$ cat src/sv/ctst_pkg.sv
// ----------------------------------------------------------------------------
// ctst_pkg - shared types and constants for the Chebyshev step block
// Queue depths, queue status bundle and packed word widths.
// ----------------------------------------------------------------------------
package ctst_pkg;

	// Depth of the queue between the front and the back part (power of two).
	localparam int MID_DEPTH = 4;
	// Depth of the result queue on the output side (power of two).
	localparam int OUT_DEPTH = 2;

	typedef struct packed {
		logic full;
		logic empty;
	} fifo_stat_t;

	// Classified word: arrived, px, py, dx, dy, budget, distance.
	function automatic int item_w(input int cb);
		return 6 * cb + 3;
	endfunction

	// Result word: new_x, new_y, budget_left, arrived.
	function automatic int res_w(input int cb);
		return 3 * cb + 1;
	endfunction

endpackage

$ cat src/sv/ctst_fifo.sv
// ----------------------------------------------------------------------------
// ctst_fifo - small register queue
// Push/pop queue with registered status; depth must be a power of two.
// ----------------------------------------------------------------------------
module ctst_fifo import ctst_pkg::*; #(
	parameter int W     = 8,
	parameter int DEPTH = 4
) (
	input  logic         clk,
	input  logic         arst_n,
	input  logic         push,
	input  logic [W-1:0] wdata,
	input  logic         pop,
	output logic [W-1:0] rdata,
	output fifo_stat_t   stat
);

	localparam int AW = (DEPTH > 1) ? $clog2(DEPTH) : 1;
	localparam int CW = $clog2(DEPTH + 1);

	logic [W-1:0]  mem_q [0:DEPTH-1];
	logic [AW-1:0] wp_q;
	logic [AW-1:0] rp_q;
	logic [CW-1:0] cnt_q;
	logic          do_push;
	logic          do_pop;

	assign stat.full  = (cnt_q == CW'(DEPTH));
	assign stat.empty = (cnt_q == '0);
	assign do_push    = push & ~stat.full;
	assign do_pop     = pop & ~stat.empty;
	assign rdata      = mem_q[rp_q];

	always_ff @(posedge clk) begin
		if (do_push) begin
			mem_q[wp_q] <= wdata;
		end
	end

	always_ff @(posedge clk or negedge arst_n) begin
		if (!arst_n) begin
			wp_q  <= '0;
			rp_q  <= '0;
			cnt_q <= '0;
		end else begin
			if (do_push) begin
				wp_q <= wp_q + 1'b1;
			end
			if (do_pop) begin
				rp_q <= rp_q + 1'b1;
			end
			if (do_push && !do_pop) begin
				cnt_q <= cnt_q + 1'b1;
			end else if (do_pop && !do_push) begin
				cnt_q <= cnt_q - 1'b1;
			end
		end
	end

endmodule

$ cat config.mk
export PLATFORM = sky130hd
export DESIGN_NAME = ctst_fifo
export DESIGN_NICKNAME = d
export VERILOG_FILES = /design/src/sv/ctst_pkg.sv /design/src/sv/ctst_fifo.sv
export SDC_FILE = /design/constraint.sdc
export NUM_CORES = 1
export LEC_CHECK = 0
export BUFFER_PORTS_ARGS = -buffer_cell sky130_fd_sc_hd__buf_4
export CAP_MARGIN = 5
export CORE_MARGIN = 1
export CORE_UTILIZATION = 35
export CTS_BUF_LIST = sky130_fd_sc_hd__clkbuf_4
export CTS_CLUSTER_DIAMETER = 150
export DETAILED_ROUTE_END_ITERATION = 16
export PLACE_DENSITY_LB_ADDON = 0.2
export SLEW_MARGIN = 20
export SYNTH_ARGS = -nofsm -noshare
export SYNTH_HDL_FRONTEND = slang
export SYNTH_SLANG_ARGS = --single-unit
$ cat constraint.sdc
create_clock -name clk -period 1.7 [get_ports clk]
set_input_delay 0.085 -clock clk [delete_from_list [all_inputs] [get_ports clk]]
set_output_delay 0.085 -clock clk [all_outputs]
set_load 0.02 [all_outputs]
==> metrics.yaml <==
groute.usage.overall: 0.129
maxCapViolCount: 0
drt_iter0_drc: 23
port_buffers: 21
rsz0062_at_grt: "yes"
max_freq_ghz: 0.546
worst_slew_pin_slew_ns: 0.437
hold_class: "primary input to flop"
worstPathMaxFanout: 3
yosys_warnings: 0
mappedNetlistNets: 95
die_area_sq_um: 4810
p_leak_nw: 0.830
wl_per_cell_um: 14.9
fin_crit_ns: 1.83
io_pins: 22
ant_nets: 0
cts_root_buf: "clkbuf_4"
r2r_start: "cnt_q[0]"
setup_slack_ns: -0.132
drc: 0
rows: 24
ir_worst_vdd_uv: 884
setup_viol: 2
synth.area.top_cells: "edfxtp_1, mux4_2, dfrtp_1"
slew_violations: 0
regArea_sq_um: 1140
grt_pass1_wl_mm: 4.48
antenna_found_initial: 0
cp.required_ns: 1.94
reg2regPathDepth: 6
die_w_um: 69.4
gp_congestion: 0.695
critPathCaptureType: "flop"
clockBufferDepth: 2
clock-sinks: 39
layout.nets: 143
ys_ff_latch: 39
diodes: 0
synth_seq_area_share: 0.715
totalWireLength_mm: 2.66
hpwl_mm: 1.78
finalPower_mw: 3.90
yosysTopAreaCell: "edfxtp_1"
critPathLaunchType: "flop"
outcome: "complete, but fails checks"
firstDrtPassIters: 4
h-tree-depth: 2
regToRegSetupSlack_ns: -0.13
fp.dieH_um: 69.4
grt_pass1_vias: 899
viasPerCell: 4.64
r2r-end: "cnt_q[1]"
fin_crit_sh: 1.08
cp.arrival_ns: 2.07
core_area_sq_um: 4350
hp-start: "pop"
synth.top_cell.area_share: 0.605
skew_ns: 0.0136
final_hold_viol_count: 0
grt_max_degree: 14
post-route-util: 0.499
min_to: "rp_q[1]"
setup.worst_path.start: "cnt_q[0]"
syn2layout_area_growth_pct: 36.9
start_util: 0.365
clk_pin_slew_ns: 0.11
layout_commonest_cell: "edfxtp_1"
clock_latency_ns: 0.35
multi_input_area_sq_um: 464
powerDensity_nw_per_um2: 1790
vias: 826
drive_above_1_share: 0.524
fillCellCount: 363
violations: "negative setup slack"
hold_path_depth: 3
synth_area_sq_um: 1590
numCtsBuffers: 5
relSlewSlack: 0.709
mostFrequentLayoutCells: "edfxtp_1, buf_4, buf_6"
grt_overflow: 0
worstSetupPathType: "flop to flop"
synth_cell_types: 20
cts_tree: "built"
postSynthAreaPerCell_sq_um: 20.6
syn_inst: 77
==> logic make-up after synthesis <==
group | Yosys count | share of synthesized area
and+or+nand+nor | 10 | 0.0504
muxes | 10 | 0.130
buffers and inverters | 6 | 0.0197
DFF | 39 | 0.715
adders and majority gates | 6 | 0.0520
xor gates and xnor gates | 6 | 0.0331
==> worst max-delay path, cell delays in order, from the launching register on <==
cell and delay (ns):
dfrtp_2 0.47, nor3b_4 0.23, nor2b_2 0.09, ha_4 0.17, inv_2 0.05, fa_2 0.43, mux2_4 0.28
==> registers in the layout, indices dropped and copies added (netlist names) <==
signal	count
wp_q	2
cnt_q	3
rp_q	2
mem_q	32
==> area by class of cell <==
class,instances,area share
inverter,3,0.00518
timing repair buffer,44,0.180
multi-input combinational,32,0.213
tap,52,0.0299
clock inverter,3,0.0311
clock buffer,5,0.0173
sequential,39,0.524
==> metrics by stage <==
stage	cell area, sq um	setup TNS (ns)	setup WS, ns	std cells	hold WS [ns]
2_1_floorplan	1620	-0.468	-0.248	77	-0.211
3_3_place_gp	1890	-0.200	-0.119	156	-0.0960
3_5_place_dp	1890	-0.258	-0.141	156	-0.0941
4_1_cts	2120	-0.234	-0.120	176	0.0216
5_1_grt	2170	-0.633	-0.227	178	0.0236
6_report	2170	-0.230	-0.132	178	0.0356
==> worst max-delay path by stage <==
stage / to / cells past startpoint
final: cnt_q[1] / 6
after detailed placement: cnt_q[2] / 8
after global placement: cnt_q[2] / 8
after global routing: cnt_q[2] / 8
after CTS: cnt_q[2] / 8
after floorplan: cnt_q[1] / 7
==> synthesized netlist by cell type <==
library cell  number
ha_1               5
xnor2_1            4
nor2_1             1
clkbuf_1           1
xor2_1             2
mux2_2             1
fa_1               1
and2_2             4
mux2_4             1
buf_6              1
dfrtp_1            7
nand3b_1           1
edfxtp_1          32
nor3b_4            1
nor3_1             1
nor2b_2            1
mux4_2             8
buf_2              1
nand2b_1           1
inv_1              3
==> layer usage <==
layer / wire length (um) / GRT usage
met1: 1150 / 0.160
met2: 1340 / 0.197
met3: 110 / 0.0523
met4: 59 / 0.0612
met5: 0 / 0
==> power by group <==
part           internal, mW  switching, mW
Combinational         0.951          0.701
Sequential             1.30          0.174
Clock                 0.457          0.314
Total                  2.71           1.19
==> timing repair <==
| item | in CTS | in global routing |
|---|---|---|
| hold buffers | 9 | 0 |
| endpoints found under the setup margin | 3 | 42 |
| pin swaps | 4 | 6 |
| gates cloned | 0 | 0 |
| endpoints found under the hold margin | 39 | 0 |
| setup buffers | 3 | 3 |
| resized for setup | 3 | 13 |
Power figures use the tool's default switching activity.
