**src/sv/ctst_pkg.sv**
```systemverilog
// ----------------------------------------------------------------------------
// ctst_pkg - shared types and constants for the Chebyshev step block
// Queue depths, queue status bundle and packed word widths.
// ----------------------------------------------------------------------------
package ctst_pkg;

	// Depth of the queue between the front and the back part (power of two).
	localparam int MID_DEPTH = 4;
	// Depth of the result queue on the output side (power of two).
	localparam int OUT_DEPTH = 2;

	typedef struct packed {
		logic full;
		logic empty;
	} fifo_stat_t;

	// Classified word: arrived, px, py, dx, dy, budget, distance.
	function automatic int item_w(input int cb);
		return 6 * cb + 3;
	endfunction

	// Result word: new_x, new_y, budget_left, arrived.
	function automatic int res_w(input int cb);
		return 3 * cb + 1;
	endfunction

endpackage

```
**src/sv/ctst_front.sv**
```systemverilog
// ----------------------------------------------------------------------------
// ctst_front - input stage
// Accepts items, forms axis differences and Chebyshev distance, classifies
// arrival and hands the word to the middle queue.
// ----------------------------------------------------------------------------
module ctst_front import ctst_pkg::*; #(
	parameter int CB = 24
) (
	input  logic                    clk,
	input  logic                    arst_n,
	input  logic                    push,
	output logic                    full,
	input  logic signed [CB-1:0]    pos_x,
	input  logic signed [CB-1:0]    pos_y,
	input  logic signed [CB-1:0]    goal_x,
	input  logic signed [CB-1:0]    goal_y,
	input  logic [CB-1:0]           budget,
	input  fifo_stat_t              mid_stat,
	output logic                    mid_push,
	output logic [item_w(CB)-1:0]   mid_data
);

	typedef struct packed {
		logic                 arr;
		logic [CB-1:0]        px;
		logic [CB-1:0]        py;
		logic signed [CB:0]   dx;
		logic signed [CB:0]   dy;
		logic [CB-1:0]        bud;
		logic [CB-1:0]        dmax;
	} item_t;

	logic signed [CB:0] dx;
	logic signed [CB:0] dy;
	logic [CB:0]        ax;
	logic [CB:0]        ay;
	logic [CB-1:0]      dmax;
	item_t              item_c;
	item_t              item_s1;
	logic               vld_s1;
	logic               take;

	// Differences fit in CB+1 bits; magnitudes fit in CB bits.
	always_comb begin
		dx     = {goal_x[CB-1], goal_x} - {pos_x[CB-1], pos_x};
		dy     = {goal_y[CB-1], goal_y} - {pos_y[CB-1], pos_y};
		ax     = dx[CB] ? -dx : dx;
		ay     = dy[CB] ? -dy : dy;
		dmax   = (ax > ay) ? ax[CB-1:0] : ay[CB-1:0];
		item_c = '{
			arr:  (dmax <= budget),
			px:   pos_x,
			py:   pos_y,
			dx:   dx,
			dy:   dy,
			bud:  budget,
			dmax: dmax
		};
	end

	// Hold the stage while the middle queue is full.
	assign full     = vld_s1 & mid_stat.full;
	assign take     = ~full;
	assign mid_push = vld_s1 & ~mid_stat.full;
	assign mid_data = item_s1;

	always_ff @(posedge clk or negedge arst_n) begin
		if (!arst_n) begin
			vld_s1 <= 1'b0;
		end else if (take) begin
			vld_s1 <= push;
		end
	end

	always_ff @(posedge clk) begin
		if (take && push) begin
			item_s1 <= item_c;
		end
	end

endmodule

```
**config.mk**
```make
export PLATFORM = sky130hd
export DESIGN_NAME = ctst_front
export DESIGN_NICKNAME = d
export VERILOG_FILES = /design/src/sv/ctst_pkg.sv /design/src/sv/ctst_front.sv
export SDC_FILE = /design/constraint.sdc
export NUM_CORES = 1
export LEC_CHECK = 0
export ABC_AREA = 1
export ABC_CLOCK_PERIOD_IN_PS = 22100
export BUFFER_PORTS_ARGS = -buffer_cell sky130_fd_sc_hd__buf_4
export CAP_MARGIN = 5
export CORE_MARGIN = 5
export CORE_UTILIZATION = 55
export DETAILED_ROUTE_END_ITERATION = 12
export GPL_ROUTABILITY_DRIVEN = 0
export HOLD_SLACK_MARGIN = 0.12
export PLACE_DENSITY_LB_ADDON = 0.1
export SYNTH_ARGS = -nofsm -noshare
export SYNTH_HDL_FRONTEND = slang
export SYNTH_SLANG_ARGS = --single-unit
export TNS_END_PERCENT = 30
```
**constraint.sdc**
```tcl
create_clock -name clk -period 22.1 [get_ports clk]
set_clock_uncertainty 0.2 [all_clocks]
set_input_delay 2.21 -clock clk [delete_from_list [all_inputs] [get_ports clk]]
set_output_delay 2.21 -clock clk [all_outputs]
set_load 0.02 [all_outputs]
```
==> flow_summary.toml, run 1 <==
[setup_path]
worstSetupEndpointType = "flop"
startpoint_type = "input port"
critPathBufInv = 4
crit_family = "simple AND/OR/NAND/NOR gates"
worstPathArrival_ps = 8600
worst_path_most_repeated_cell = "nand2_1"
cp_slowest_cell = "inv_1"
path_class = "in -> reg"
critPathRequiredTime_ps = 22130
slowest_delay_ps = 620
cp_max_fo = 30

[logic_synthesis]
ys_seq_area_frac = 0.397
ys_types = 43
synth-compound-area-share = 0.0572
yosysMostFrequentCell = "nand2_1"
synthCells = 1468
ys_ff_latch = 148
synthMuxAreaShare = 0
synth.top_cell.area_share = 0.395
synthXorXnorAreaFrac = 0.0269
ys_top_cells_by_count = "nand2_1 (470), inv_1 (278), edfxtp_1 (147), nand3_1 (105), ha_1 (99)"
netlist_area_sq_um = 11200
synthTopCellsByArea = "edfxtp_1 (39%), nand2_1 (16%), ha_1 (11%)"
synth-simple-area-share = 0.299
synth_fa_ha_area_frac = 0.114
synth_top_family_by_area = "simple AND/OR/NAND/NOR gates"
synth_edf_count = 147
yosys.area.top_type = "edfxtp_1"
ys.flop_type = "edfxtp_1"
synth.yosys.warnings = 0
syn_nets = 1694
synth_area_per_cell_sq_um = 7.61
async_reset_ff_frac = 0.00676

[clocking]
cts_num_sinks = 148
post_cts.repair.setup_buffers = 0
worstSkewPairLatency_ps = 430
hold_buffers = 0
cts_tree = "done"
path_clk_slew_ps = 70
clock_path_buffers = 2
cts_resized = 0
cts_buffers = 17
htreeDepth = 4
clock-root-buffer = "clkbuf_16"

[floorplanning]
die_width_microns = 153
initial_core_util = 0.556
core-area_sq_um = 20100
die_area_sq_um = 23300
die_height_microns = 153
ioPinCount = 274
std_cell_rows = 52

[cells_and_area]
multiInputGateArea_sq_um = 5570
areaGrowthSynthToFinish_pct = 26.1
layout.nets = 1979
fillers = 1696
drive_above_1_share = 0.217
antenna_cells = 0
seq_area_sq_um = 4440

[routing]
vias = 10300
first_pass_iters = 8
wirelength_microns = 29400
ant_nets = 0
drc = 0
drt_iter0_drc = 643
vias_per_cell = 5.08
wl_per_cell_microns = 14.4

[power_and_ir_drop]
clkPwrFrac = 0.245
power_frac_comb = 0.440
p_seq_frac = 0.315
switching_share = 0.401
powerDensity_nw_per_um2 = 82.1
p_leak_nw = 7.35
switchingPower_w = 0.000464
p_int_w = 0.000692
irDropWorstVdd_mv = 0.0608

[hold_path]
hold_class = "reg -> reg"

[timing]
setup_ws_ps = 13530
drv_slew = 0
worstMarginPinSlew_ps = 905
hold_viol_final = 0
slew-limit-headroom = 0.396
tns_ps = 0
finalCritPeriodShare = 0.388
fmax_mhz = 117
holdWs_ps = 290
grt_setup_unrepaired = "false"
setup_viol = 0
min_period_ps = 8570

[global_routing]
grt.overflow.total = 0
antenna_found_initial = 0
grt_usage = 0.251
grt_first_pass_wirelength_microns = 47900
grt_max_degree = 70
first_global_vias = 9862

[placed_design]
io_buffers = 272
dp.final_hpwl_microns = 24100
dp_slack_ps = 13170

[run_status]
status = "finished, final reports clean"

[run]
drv_cap = 0
## area by class of cell
class	instances	share of cell area
clock buffers	17	0.0302
clock inverters	15	0.0102
inverters	296	0.0790
multi-input cells	1016	0.396
flip-flops and latches	148	0.315
well taps	270	0.0240
repair buffers	274	0.146
## path summary, 6_finish.rpt
check                      slack, ps  cells after the start                 endpoint               start
setup / recovery               13530                     33  mid_data[146]$_DFFE_PP_            pos_y[0]
hold reg to reg                  290                      2       vld_s1$_DFFE_PN0N_  vld_s1$_DFFE_PN0N_
max in group asynchronous      20280                      1       vld_s1$_DFFE_PN0N_              arst_n
hold / removal                   290                      2       vld_s1$_DFFE_PN0N_  vld_s1$_DFFE_PN0N_
min in group asynchronous       1340                      1       vld_s1$_DFFE_PN0N_              arst_n
setup reg to reg               19620                      4   mid_data[66]$_DFFE_PP_  vld_s1$_DFFE_PN0N_
## registers in the layout, summed over array words and instances, names as in the netlist
name      flops
mid_data    147
vld_s1        1
## per-stage QoR
stage | utilization | total power [W] | instances | area, sq um
finish | 0.701 | 0.00116 | 2036 | 14100
global route | 0.701 | 0.00124 | 2036 | 14100
CTS | 0.701 | 0.00116 | 2036 | 14100
detailed placement | 0.673 | 0.000873 | 2004 | 13500
global placement | 0.673 | 0.000857 | 2004 | 13500
floorplan | - | 0.000716 | 1468 | 11200
## metal layers
metal	routed length, microns	global-route usage	vias to the layer above
met5	0	0	-
met4	782	0.0832	0
met3	2380	0.0602	55
met2	13700	0.421	393
met1	12500	0.321	4599
li1	-	-	5292
## tightest hold or removal path, cell delays in order (launching register included)
cell     delay (ps)
dfrtp_1         340
nand2_1          70
nand2_1          50
## cell families after synthesis
group / count (synthesis)
AND/OR/NAND/NOR: 768
buffers and inverters: 304
flip-flops: 148
AO/OA/AOI/OAI: 117
adder cells (fa/ha/maj): 101
XOR/XNOR: 30
## power by group through the flow
stage,Clock [W],Combinational [W],Sequential (W)
5_1_grt,0.000305,0.000570,0.000366
2_1_floorplan,0,0.000304,0.000412
3_5_place_dp,0,0.000503,0.000370
6_report,0.000284,0.000508,0.000364
3_3_place_gp,0,0.000488,0.000369
4_1_cts,0.000288,0.000506,0.000364
## layout by cell type (no fill, tap or decap), types with 12 or more instances in the layout
cell type | Yosys | routed
nand2_1 | 470 | 470
inv_1 | 278 | 278
buf_4 | 0 | 274
edfxtp_1 | 147 | 147
nand3_1 | 105 | 105
ha_1 | 99 | 99
nor2_1 | 88 | 87
a21oi_1 | 60 | 60
o21ai_0 | 26 | 26
xor2_1 | 25 | 25
nand2_2 | 24 | 24
nand4_1 | 22 | 22
nor3_1 | 17 | 17
clkbuf_16 | 0 | 17
inv_2 | 16 | 16
o21ai_1 | 13 | 13
nand3b_1 | 12 | 12
(Power assumes the default switching activity.)
==> inputs of run 2 (changes only) <==
--- a/config.mk
+++ b/config.mk
@@ -6,11 +6,11 @@
 export NUM_CORES = 1
 export LEC_CHECK = 0
 export ABC_AREA = 1
-export ABC_CLOCK_PERIOD_IN_PS = 22100
+export ABC_CLOCK_PERIOD_IN_PS = 7500
 export BUFFER_PORTS_ARGS = -buffer_cell sky130_fd_sc_hd__buf_4
 export CAP_MARGIN = 5
 export CORE_MARGIN = 5
-export CORE_UTILIZATION = 55
+export CORE_UTILIZATION = 50
 export DETAILED_ROUTE_END_ITERATION = 12
 export GPL_ROUTABILITY_DRIVEN = 0
 export HOLD_SLACK_MARGIN = 0.12
==> constraint.sdc (replaced) <==
create_clock -name clk -period 7.5 [get_ports clk]
set_clock_uncertainty 0.2 [all_clocks]
set_input_delay 0.75 -clock clk [delete_from_list [all_inputs] [get_ports clk]]
set_output_delay 0.75 -clock clk [all_outputs]
set_load 0.02 [all_outputs]
==> run 2 against run 1 <==
  * Clock power increased to 3.3 times the previous value
  * Register-to-register slack worse by 14000 ps
  * First-iteration DRC count increased by 18%
  * Design area rose by 0.67%
  * Hold slack better by 6.3 ps
  * Core utilization shrank 5.3 points
  * Count of clock-buffer cells in the layout did not move
  * Non-clock buffer count grew 3
  * Die area rose by 9.3%
==> flow_summary.toml, run 2 (same netlist as run 1, synthesis figures left out) <==
[clocking]
cts_buffers = 17
worstSkewPairLatency_ps = 420
cts_num_sinks = 148
post_cts.repair.setup_buffers = 0
cts_tree = "done"
clock_path_buffers = 2
clock-root-buffer = "clkbuf_16"
htreeDepth = 4
path_clk_slew_ps = 80

[setup_path]
slowest_delay_ps = 420
crit_family = "simple AND/OR/NAND/NOR gates"
worst_path_most_repeated_cell = "nand2_1"
critPathRequiredTime_ps = 7550
r2r-end = "mid_data[70]$_DFFE_PP_"
r2r_slack_ps = 5250
critPathBufInv = 5
worstSetupEndpointType = "flop"
worstPathArrival_ps = 6010
path_class = "in -> reg"
cp_max_fo = 30
reg2reg_depth = 4
cp_slowest_cell = "fa_1"
startpoint_type = "input port"
reg2reg_from = "vld_s1$_DFFE_PN0N_"

[floorplanning]
ioPinCount = 274
die_height_microns = 160
std_cell_rows = 54
initial_core_util = 0.511
die_width_microns = 160
core-area_sq_um = 21900
die_area_sq_um = 25400

[global_routing]
grt_usage = 0.235
grt_max_degree = 81
gr-usage-met2 = 0.400
met3_usage = 0.0554
grt_first_pass_wirelength_microns = 49600
busiest_layer = "met2"
antenna_found_initial = 0
use_met1 = 0.303
grt.overflow.total = 0
first_global_vias = 10100

[placed_design]
dp_slack_ps = 1160
io_buffers = 272
dp.final_hpwl_microns = 24900
placed_cell_area_sq_um = 13500

[cells_and_area]
largest_reg_flops = 147
layout.nets = 1982
drive_above_1_share = 0.218
layout_common_cells = "nand2_1 (470), inv_1 (278), buf_4 (276)"
areaGrowthSynthToFinish_pct = 26.9
final_common_cell = "nand2_1"
antenna_cells = 0
design_area_sq_um = 14200

[hold_path]
hold_class = "in -> reg"
min_from = "budget[21]"
holdPathStages = 1
hold_end = "mid_data[45]$_DFFE_PP_"

[routing]
wirelength_microns = 30200
vias = 10400
wl_per_cell_microns = 14.8
ant_nets = 0
first_pass_iters = 6
drc = 0
vias_per_cell = 5.06
drt_iter0_drc = 758

[timing]
setup_viol = 0
grt_setup_unrepaired = "false"
worstMarginPinSlew_ps = 1050
drv_slew = 0
setup_ws_ps = 1540
finalCritPeriodShare = 0.794
min_period_ps = 5960
holdWs_ps = 297
tns_ps = 0
fmax_mhz = 168
slew-limit-headroom = 0.302
hold_viol_final = 0

[power_and_ir_drop]
p_leak_nw = 7.39
irDropWorstVdd_mv = 0.147
total_power_w = 0.00352
powerDensity_nw_per_um2 = 248

[run]
drv_cap = 0

[run_status]
status = "finished, final reports clean"
run 2: cell count changes in the layout (fill, tap and decap cells not counted), sizes merged:
cell         change
inv              +2
clkinvlp         -1
bufinv           +2
clkinv           -3
buf              +2
dlygate4sd3      +1
run 2: layer usage:
| layer | wire length, microns | part of all wire |
|---|---|---|
| met4 | 504 | 0.017 |
| met2 | 14500 | 0.48 |
| met5 | 0 | 0 |
| met1 | 13000 | 0.43 |
| met3 | 2240 | 0.074 |
run 2: worst max path at each step:
stage | startpoint | end | slack [ps] | depth (start not counted)
floorplan | goal_x[0] | mid_data[146]$_DFFE_PP_ | 2080 | 33
global placement | pos_y[0] | mid_data[146]$_DFFE_PP_ | 1280 | 34
detailed placement | pos_y[0] | mid_data[146]$_DFFE_PP_ | 1160 | 35
CTS | pos_y[0] | mid_data[146]$_DFFE_PP_ | 1600 | 34
global route | pos_y[0] | mid_data[146]$_DFFE_PP_ | 1000 | 34
finish | pos_y[0] | mid_data[146]$_DFFE_PP_ | 1540 | 34
run 2: repair_timing:
item	in CTS	in global routing
gates resized for setup	0	0
hold buffers	1	0
endpoints found under the setup margin	0	0
hold endpoints to repair	1	0
run 2: report_power, final:
part           switching (W)  leakage, nW  internal, W
Clock               0.000397        0.306     0.000539
Sequential         0.0000251         1.41      0.00105
Combinational       0.000973         5.68     0.000534
Total                0.00140         7.39      0.00212
run 2: layout make-up:
type                            count  area, sq um
Clock buffer                       17          425
Clock inverter                     15          201
Fill cell                        1950         7710
Inverter                          296         1110
Multi-Input combinational cell   1016         5570
Sequential cell                   148         4440
Tap cell                          280          350
Timing Repair Buffer              277         2080
run 2: through the flow:
| step | std cells | util |
|---|---|---|
| after floorplan | 1468 | - |
| final | 2049 | 0.648 |
| after CTS | 2049 | 0.648 |
| after global placement | 2016 | 0.619 |
| after global routing | 2049 | 0.648 |
| after detailed placement | 2016 | 0.619 |
